--- src/sv/smx_pkg.sv ---
// smx_pkg: shared types and constants for the softmax vector unit.
// Holds the exponential tables and the front-to-back command type.
package smx_pkg;

  localparam int LOGIT_W = 16;
  localparam int PROB_W  = 16;
  localparam int SUM_W   = 22;
  localparam logic [SUM_W-1:0] SUM_MAX = {SUM_W{1'b1}};

  typedef struct packed {
    logic [LOGIT_W-1:0] logit;
    logic               store;
    logic               last;
  } smx_cmd_t;

  function automatic logic [16:0] exp_int(input logic [3:0] n);
    logic [16:0] v;
    case (n)
      4'd0:  v = 17'd65536;
      4'd1:  v = 17'd24109;
      4'd2:  v = 17'd8869;
      4'd3:  v = 17'd3263;
      4'd4:  v = 17'd1200;
      4'd5:  v = 17'd442;
      4'd6:  v = 17'd162;
      4'd7:  v = 17'd60;
      4'd8:  v = 17'd22;
      4'd9:  v = 17'd8;
      4'd10: v = 17'd3;
      4'd11: v = 17'd1;
      default: v = 17'd0;
    endcase
    return v;
  endfunction

  function automatic logic [16:0] exp_hi(input logic [3:0] h);
    logic [16:0] v;
    case (h)
      4'd0:  v = 17'd65536;
      4'd1:  v = 17'd61565;
      4'd2:  v = 17'd57835;
      4'd3:  v = 17'd54331;
      4'd4:  v = 17'd51039;
      4'd5:  v = 17'd47947;
      4'd6:  v = 17'd45042;
      4'd7:  v = 17'd42313;
      4'd8:  v = 17'd39750;
      4'd9:  v = 17'd37341;
      4'd10: v = 17'd35079;
      4'd11: v = 17'd32954;
      4'd12: v = 17'd30957;
      4'd13: v = 17'd29081;
      4'd14: v = 17'd27319;
      default: v = 17'd25664;
    endcase
    return v;
  endfunction

  function automatic logic [16:0] exp_lo(input logic [3:0] l);
    logic [16:0] v;
    case (l)
      4'd0:  v = 17'd65536;
      4'd1:  v = 17'd65280;
      4'd2:  v = 17'd65026;
      4'd3:  v = 17'd64772;
      4'd4:  v = 17'd64520;
      4'd5:  v = 17'd64268;
      4'd6:  v = 17'd64018;
      4'd7:  v = 17'd63768;
      4'd8:  v = 17'd63520;
      4'd9:  v = 17'd63272;
      4'd10: v = 17'd63025;
      4'd11: v = 17'd62781;
      4'd12: v = 17'd62535;
      4'd13: v = 17'd62291;
      4'd14: v = 17'd62048;
      default: v = 17'd61806;
    endcase
    return v;
  endfunction

endpackage

--- src/sv/softmax_vector_unit.sv ---
// softmax_vector_unit: top level of the softmax engine.
// Depends on smx_pkg, smx_front and smx_back.
//
// Usage: push signed Q8.8 logits on in_logit with in_is_last on the final
// element; in_full holds pushes off. Up to MAX_LEN elements are kept,
// extra ones are dropped but a final one still closes the vector.
// Results leave as a queue: while out_empty is low, out_probability
// (unsigned Q0.16) and out_last_out show the oldest beat; pop takes it.
// Loading runs at one beat per cycle through a two-entry queue while the
// back end is loading. After the last element the back end runs the
// exponential pass per element (memory read, two multiply stages) and then
// the division pass per element on a bit-serial divider over
// 33 quotient bits. New logits queue up (two deep) meanwhile.
// A stalled receiver holds the division pass; nothing is lost.
// Reset clears all control state; the stores need no clearing.
module softmax_vector_unit #(
  parameter int MAX_LEN = 64
) (
  input  logic        clk,
  input  logic        rst_n,
  input  logic        in_push,
  output logic        in_full,
  input  logic [15:0] in_logit,
  input  logic        in_is_last,
  output logic        out_empty,
  input  logic        out_pop,
  output logic [15:0] out_probability,
  output logic        out_last_out
);
  logic              cmd_valid, cmd_ready;
  smx_pkg::smx_cmd_t cmd;

  smx_front #(.MAX_LEN(MAX_LEN)) u_front (
    .clk, .rst_n, .in_push, .in_full, .in_logit, .in_is_last,
    .cmd_valid, .cmd, .cmd_ready
  );

  smx_back #(.MAX_LEN(MAX_LEN)) u_back (
    .clk, .rst_n, .cmd_valid, .cmd, .cmd_ready,
    .out_empty, .out_pop, .out_probability, .out_last_out
  );
endmodule

--- src/sv/smx_front.sv ---
// smx_front: accepts logit beats, tags those within capacity for storing.
// Depends on smx_pkg.
module smx_front #(
  parameter int MAX_LEN = 64
) (
  input  logic                        clk,
  input  logic                        rst_n,
  input  logic                        in_push,
  output logic                        in_full,
  input  logic [smx_pkg::LOGIT_W-1:0] in_logit,
  input  logic                        in_is_last,
  output logic                        cmd_valid,
  output smx_pkg::smx_cmd_t           cmd,
  input  logic                        cmd_ready
);
  localparam int CW = $clog2(MAX_LEN + 1);

  logic [CW-1:0] count_r, count_nxt;
  logic [1:0]    q_cnt_r;
  smx_pkg::smx_cmd_t q_r [2];
  logic          q_head_r, q_tail_r;
  logic          acc, deq;
  smx_pkg::smx_cmd_t c_in;

  assign in_full = (q_cnt_r == 2'd2);
  assign acc     = in_push && !in_full;
  assign deq     = cmd_valid && cmd_ready;
  assign cmd_valid = (q_cnt_r != 2'd0);
  assign cmd     = q_r[q_head_r];

  always_comb begin
    c_in.logit = in_logit;
    c_in.store = (count_r < CW'(MAX_LEN));
    c_in.last  = in_is_last;
    count_nxt  = count_r;
    if (acc) begin
      if (in_is_last) count_nxt = '0;
      else if (c_in.store) count_nxt = count_r + CW'(1);
    end
  end

  always_ff @(posedge clk) begin
    if (!rst_n) begin
      count_r  <= '0;
      q_cnt_r  <= '0;
      q_head_r <= 1'b0;
      q_tail_r <= 1'b0;
    end else begin
      count_r <= count_nxt;
      if (acc) q_tail_r <= ~q_tail_r;
      if (deq) q_head_r <= ~q_head_r;
      q_cnt_r <= q_cnt_r + {1'b0, acc} - {1'b0, deq};
    end
    if (acc) q_r[q_tail_r] <= c_in;
  end

  a_cnt_bound: assert property (@(posedge clk) disable iff (!rst_n)
    count_r <= CW'(MAX_LEN)) else $error("count over capacity");
  a_q_bound: assert property (@(posedge clk) disable iff (!rst_n)
    q_cnt_r <= 2'd2) else $error("queue overflow");
  a_last_clr: assert property (@(posedge clk) disable iff (!rst_n)
    acc && in_is_last |=> count_r == '0) else $error("count not cleared");
endmodule

--- src/sv/smx_back.sv ---
// smx_back: stores logits, runs the exponential and division passes, emits.
// Depends on smx_pkg.
module smx_back #(
  parameter int MAX_LEN = 64
) (
  input  logic                       clk,
  input  logic                       rst_n,
  input  logic                       cmd_valid,
  input  smx_pkg::smx_cmd_t          cmd,
  output logic                       cmd_ready,
  output logic                       out_empty,
  input  logic                       out_pop,
  output logic [smx_pkg::PROB_W-1:0] out_probability,
  output logic                       out_last_out
);
  localparam int CW = $clog2(MAX_LEN + 1);
  localparam int AW = (MAX_LEN > 1) ? $clog2(MAX_LEN) : 1;
  localparam int SW = smx_pkg::SUM_W;

  typedef enum logic [6:0] {
    S_LOAD = 7'b0000001,
    S_ERD  = 7'b0000010,
    S_EM1  = 7'b0000100,
    S_EM2  = 7'b0001000,
    S_DRD  = 7'b0010000,
    S_DIV  = 7'b0100000,
    S_OUT  = 7'b1000000
  } state_t;

  state_t state_r;
  logic [smx_pkg::LOGIT_W-1:0] lmem [MAX_LEN];
  logic [15:0] emem [MAX_LEN];
  logic [CW-1:0] count_r, idx_r;
  logic signed [15:0] max_r;
  logic [SW-1:0] sum_r;
  logic [15:0] lrd_r, erd_r;
  logic [3:0]  l_r;
  logic        zero_r;
  logic [33:0] e1_r;
  logic [32:0] num_r;
  logic [SW-1:0] rem_r;
  logic [32:0] quo_r;
  logic [5:0]  bit_r;
  logic [15:0] prob_r;
  logic        plast_r;
  logic        ovalid_r;

  logic [15:0] d;
  logic [33:0] e2_full;
  logic [16:0] e_sat;
  logic [SW:0] sum_add;
  logic [SW:0] rem_sh;
  logic        take;

  assign cmd_ready = (state_r == S_LOAD);
  assign take      = cmd_valid && cmd_ready;
  assign out_empty = !ovalid_r;
  assign out_probability = prob_r;
  assign out_last_out    = plast_r;

  assign d = 16'(max_r - $signed(lrd_r));
  assign e2_full = (34'(e1_r[33:16]) * 34'(smx_pkg::exp_lo(l_r))) + 34'd32768;
  assign e_sat = (e2_full[33:16] > 18'd65535) ? 17'd65535 : e2_full[32:16];
  assign sum_add = {1'b0, sum_r} + (SW+1)'(e_sat[15:0]);
  assign rem_sh = {rem_r, num_r[32]};

  always_ff @(posedge clk) begin
    if (!rst_n) begin
      state_r  <= S_LOAD;
      count_r  <= '0;
      idx_r    <= '0;
      max_r    <= 16'sh8000;
      sum_r    <= '0;
      ovalid_r <= 1'b0;
    end else begin
      if (ovalid_r && out_pop) ovalid_r <= 1'b0;
      case (state_r)
        S_LOAD: begin
          if (take) begin
            if (cmd.store) begin
              count_r <= count_r + CW'(1);
              if ($signed(cmd.logit) > max_r) max_r <= $signed(cmd.logit);
            end
            if (cmd.last) begin
              idx_r   <= '0;
              sum_r   <= '0;
              state_r <= S_ERD;
            end
          end
        end
        S_ERD: begin
          state_r <= S_EM1;
        end
        S_EM1: begin
          state_r <= S_EM2;
        end
        S_EM2: begin
          if (!zero_r) begin
            sum_r <= sum_add[SW] ? smx_pkg::SUM_MAX : sum_add[SW-1:0];
          end
          if (idx_r + CW'(1) >= count_r) begin
            idx_r   <= '0;
            state_r <= S_DRD;
          end else begin
            idx_r   <= idx_r + CW'(1);
            state_r <= S_ERD;
          end
        end
        S_DRD: begin
          bit_r   <= 6'd33;
          state_r <= S_DIV;
        end
        S_DIV: begin
          if (bit_r == 6'd0) begin
            state_r <= S_OUT;
          end else begin
            bit_r <= bit_r - 6'd1;
          end
        end
        S_OUT: begin
          if (!ovalid_r || out_pop) begin
            ovalid_r <= 1'b1;
            if (idx_r + CW'(1) >= count_r) begin
              count_r <= '0;
              max_r   <= 16'sh8000;
              sum_r   <= '0;
              state_r <= S_LOAD;
            end else begin
              idx_r   <= idx_r + CW'(1);
              state_r <= S_DRD;
            end
          end
        end
        default: state_r <= S_LOAD;
      endcase
    end
  end

  always_ff @(posedge clk) begin
    if (state_r == S_LOAD && take && cmd.store) lmem[count_r[AW-1:0]] <= cmd.logit;
    if (state_r == S_ERD) lrd_r <= lmem[idx_r[AW-1:0]];
    if (state_r == S_EM1) begin
      zero_r <= (d[15:8] >= 8'd12);
      l_r    <= d[3:0];
      e1_r   <= 34'(smx_pkg::exp_int(d[11:8])) * 34'(smx_pkg::exp_hi(d[7:4])) + 34'd32768;
    end
    if (state_r == S_EM2) begin
      emem[idx_r[AW-1:0]] <= zero_r ? 16'd0 : e_sat[15:0];
    end
    if (state_r == S_DRD) erd_r <= emem[idx_r[AW-1:0]];
    if (state_r == S_DIV) begin
      if (bit_r == 6'd33) begin
        num_r <= {1'b0, erd_r, 16'd0} + 33'(sum_r >> 1);
        rem_r <= '0;
        quo_r <= '0;
      end else begin
        num_r <= {num_r[31:0], 1'b0};
        if (rem_sh >= {1'b0, sum_r}) begin
          rem_r <= SW'(rem_sh - {1'b0, sum_r});
          quo_r <= {quo_r[31:0], 1'b1};
        end else begin
          rem_r <= rem_sh[SW-1:0];
          quo_r <= {quo_r[31:0], 1'b0};
        end
      end
    end
    if (state_r == S_OUT && (!ovalid_r || out_pop)) begin
      prob_r  <= (sum_r == '0) ? 16'd0 :
                 (quo_r[32:16] != 17'd0) ? 16'hFFFF : quo_r[15:0];
      plast_r <= (idx_r + CW'(1) >= count_r);
    end
  end

  a_ready_load: assert property (@(posedge clk) disable iff (!rst_n)
    cmd_ready |-> state_r == S_LOAD) else $error("ready outside load");
  a_emit_state: assert property (@(posedge clk) disable iff (!rst_n)
    $rose(ovalid_r) |-> $past(state_r) == S_OUT) else $error("stray beat");
  a_cnt_bound: assert property (@(posedge clk) disable iff (!rst_n)
    count_r <= CW'(MAX_LEN)) else $error("count over capacity");
endmodule

--- config.mk ---
export PLATFORM = sky130hd
export DESIGN_NAME = softmax_vector_unit
export DESIGN_NICKNAME = d
export VERILOG_FILES = /design/src/sv/smx_pkg.sv /design/src/sv/softmax_vector_unit.sv /design/src/sv/smx_front.sv /design/src/sv/smx_back.sv
export SDC_FILE = /design/constraint.sdc
export NUM_CORES = 2
export LEC_CHECK = 0
export ABC_AREA = 1
export BUFFER_PORTS_ARGS = -buffer_cell sky130_fd_sc_hd__buf_2
export CAP_MARGIN = 10
export CORE_MARGIN = 8
export CORE_UTILIZATION = 55
export DETAILED_ROUTE_END_ITERATION = 10
export GPL_ROUTABILITY_DRIVEN = 0
export MAX_ROUTING_LAYER = met4
export PLACE_DENSITY = 0.72
export SLEW_MARGIN = 20
export SYNTH_ARGS = -nofsm -noshare
export SYNTH_HDL_FRONTEND = slang
export SYNTH_HIERARCHICAL = 1
export SYNTH_SLANG_ARGS = --single-unit
--- constraint.sdc ---
create_clock -name clk -period 10.1 [get_ports clk]
set_input_delay 2.02 -clock clk [delete_from_list [all_inputs] [get_ports clk]]
set_output_delay 2.02 -clock clk [all_outputs]
set_load 0.005 [all_outputs]
==> metrics.md <==
| Metric | Value |
|---|---|
| Status | finished clean |
| Post-layout min period | 8880 ps |
| Clk Latency, worst-skew pair | 880 ps |
| Final Slew Violations | 0 |
| CTS tree | yes |
| Flop-to-flop setup slack | roughly 1200 ps |
| Area Growth Syn to Fin | 10.1% |
| Number of synthesized register bits | 2,335 |
| Final setup vio count | 0 |
| Port buffer count | 39 |
| Hold Buf Count CTS | 0 |
| Mapped Nets | slightly above 9k |
| Post-Synth Simple-Gate Area | 10.1% |
| Core box area | a little under 0.2 mm^2 |
| Seq/Total Area, Yosys | 63.4% |
| CTS root buf | clkbuf_16 |
| CP delay by family, top | adder cells |
| Crit-path most repeated cell | fa_1 |
| GRT Residual Overflow | 0 |
| Mapped Area | around 0.11 mm^2 |
| CP max FO | 29 |
| Total track usage | a little over a quarter |
| Count of final hold-check violations | 0 |
| Vias in the first global route | about 69k |
| Most frequent cells in the layout | 2,250 x edfxtp_1, 1,578 x nand2_1, 986 x inv_1 |
| CP max stage delay | 840 ps |
| Syn. warnings | 6 |
| Vias | 70.7k |
| Number of DRC markers in iteration 0 | roughly 8.7k |
| H-tree depth | 4 |
| Cell taking the most area after synthesis | edfxtp_1 |
| Routed wire length | roughly 280 mm |
| WP data arrival | approximately 9700 ps |
| Die area | 0.213 mm^2 |
| Final setup TNS | 0 ps |
| Critical Path Sink | u_back/sum_r[10] |
| Mapped Avg Cell Area | ~13 um^2 |
| Nets | between 9k and 10k |
| Worst EP required | approximately 11,000 ps |
| IO Pins | 40 |
| First-pass GRT wire length | approximately 420 mm |
| Maximum number of pins on one net before global-route repair | roughly 110 |
| Average wire per standard cell | between 20 and 25 um |
| RR Endpoint | u_back/sum_r[10] |
| Synth unique cells | 72 |
| Die extent in x | roughly 460 um |
| Hold Crit Class | reg -> reg |
| Final ANT Viol Nets | 0 |
| Clock slew at reported path FFs | about 60 ps |
| Share of the synthesized area in the top cell type | approximately three fifths |
| Synth Instances | between 8k and 9k |
| Number of buffers and inverters on the critical path | 6 |
| Clk_skew | between 50 and 60 ps |
| Slew HR | about 23% |
| Compound-Gate Fraction of Synth Area | under 10% |
| Synth top area cells | edfxtp_1 62%, fa_1 7.5%, nand2_1 5.4%, ha_1 4.4%, inv_1 3.4% |
| Slowest-stage cell, CP | dfxtp_1 |
| Worst-Margin Slew | around 1200 ps |
| Tcrit/Tclk final | between 80 and 90% |
| Drt first pass iters | 6 |
| Max-cap violations | 0 |
| Main combinational cell family by area after synthesis | adder cells |
| Initial antenna violation count | 12 |
| WS Path Type | reg -> reg |
| Most common cell after layout, fill and taps aside | edfxtp_1 |
| Deepest clock path buffer count | 3 |
| Post-route DRC | 0 |
| Site row count | about 160 |
| EDFF count, synth | roughly 2.3k |
| DR vias/cell | around 6.2 |
| Critical path capture point type | flop |
| Adder-Cell Fraction of Synth Area | 11.9% |
| Starting Density | 55.3% |
| Fmax | 113 MHz |
| Mux cell area share after synthesis | less than 1% |
| Worst setup SP type | flop |
| R2R depth | 33 |
| Clock sinks | between 2k and 2.5k |
| RSZ-0062 raised after global routing | no |
| CTS Buf Count | roughly 210 |
| Leading register cell type out of synthesis | edfxtp_1 |
| Setup repair bufs after CTS | 0 |
| Synth Area in XOR/XNOR | less than 1% |
| # resized after CTS | 0 |
| Stages on the worst setup path | 33 |
| Hpwl dp | roughly 170 mm |
| DIE HEIGHT | 462 um |
| Share of layout cells above drive strength 1 | under 10% |
| Async set or reset register ratio after synthesis | 0% |
## through the flow
step | hold slack [ps] | area, um^2 | setup WS, ps | cells | utilization [%]
4_1_cts | 465 | 120000 | 1310 | 11468 | 60.9
3_5_place_dp | 453 | 113000 | 1330 | 11076 | 57.4
2_1_floorplan | 431 | 109000 | 2350 | 8537 | -
5_1_grt | 492 | 120000 | 680 | 11477 | 60.9
3_3_place_gp | 448 | 113000 | 1550 | 11076 | 57.4
6_report | 466 | 120000 | 1220 | 11479 | 60.9
## sequential cells by signal (all words and copies together) (netlist names), 4 cells and up, named ones only
signal / count
u_front/q_r: 36
u_back/out_probability: 16
u_back/lrd_r: 16
u_back/lmem: 1024
u_back/erd_r: 16
u_back/count_r: 7
u_back/quo_r: 33
u_back/bit_r: 6
u_front/count_r: 7
u_back/sum_r: 22
u_back/emem: 1024
u_back/state_r: 7
u_back/l_r: 4
u_back/idx_r: 7
u_back/rem_r: 22
u_back/num_r: 33
u_back/e1_r: 18
u_back/max_r: 16
## cells in the mapped netlist (10+ instances only)
| master | n |
|---|---|
| or2_2 | 25 |
| a31oi_1 | 11 |
| o21ai_0 | 188 |
| a221oi_1 | 249 |
| nand2_2 | 13 |
| ha_1 | 381 |
| nor2_1 | 467 |
| xnor2_1 | 42 |
| inv_2 | 19 |
| inv_1 | 986 |
| o21bai_1 | 11 |
| nor3_1 | 31 |
| edfxtp_1 | 2250 |
| nand3_1 | 119 |
| dfxtp_1 | 85 |
| xor2_1 | 46 |
| clkbuf_1 | 189 |
| a22o_1 | 220 |
| fa_1 | 410 |
| mux2_4 | 10 |
| buf_2 | 115 |
| nand4_1 | 288 |
| buf_1 | 52 |
| a22oi_1 | 314 |
| a21boi_0 | 10 |
| nor4_1 | 21 |
| nand2_1 | 1578 |
| a21oi_1 | 266 |
## cell families after synthesis
group	Yosys count
mux	18
buf+inv	1376
compound gates	1339
simple gates	2588
fa+ha+maj	791
xor+xnor	90
flops	2335
## final cells by class
type	count	area, um^2
Antenna cell	9	22.5
Clock buffer	265	5640
Clock inverter	127	1220
Fill cell	14839	77100
Inverter	1013	3800
Multi-Input combinational cell	4826	35000
Sequential cell	2335	69300
Tap cell	2640	3300
Timing Repair Buffer	264	2040
## how the worst min path moves through the flow
stage,from,to,slack (ps),depth (start not counted)
final,u_front/q_head_r,u_front/q_head_r,470,1
after CTS,u_front/q_head_r,flop,470,1
after global routing,u_front/q_head_r,u_front/q_head_r,490,1
after global placement,u_front/q_head_r,u_front/q_head_r,450,1
after floorplan,u_front/q_head_r,flop,430,1
after detailed placement,u_front/q_head_r,flop,450,1
## layer usage
| metal | global-route usage, % | up-vias | routed length, um |
|---|---|---|---|
| met5 | - | - | 0 |
| met4 | 9.07 | 0 | 10000 |
| met3 | 4.93 | 641 | 31300 |
| met2 | 41.4 | 4137 | 132000 |
| met1 | 35.9 | 35181 | 109000 |
| li1 | - | 30693 | - |
Power is left out: the tool's default activity adds up to more than one toggle a clock period on the data nets, which glitch-free logic cannot reach.
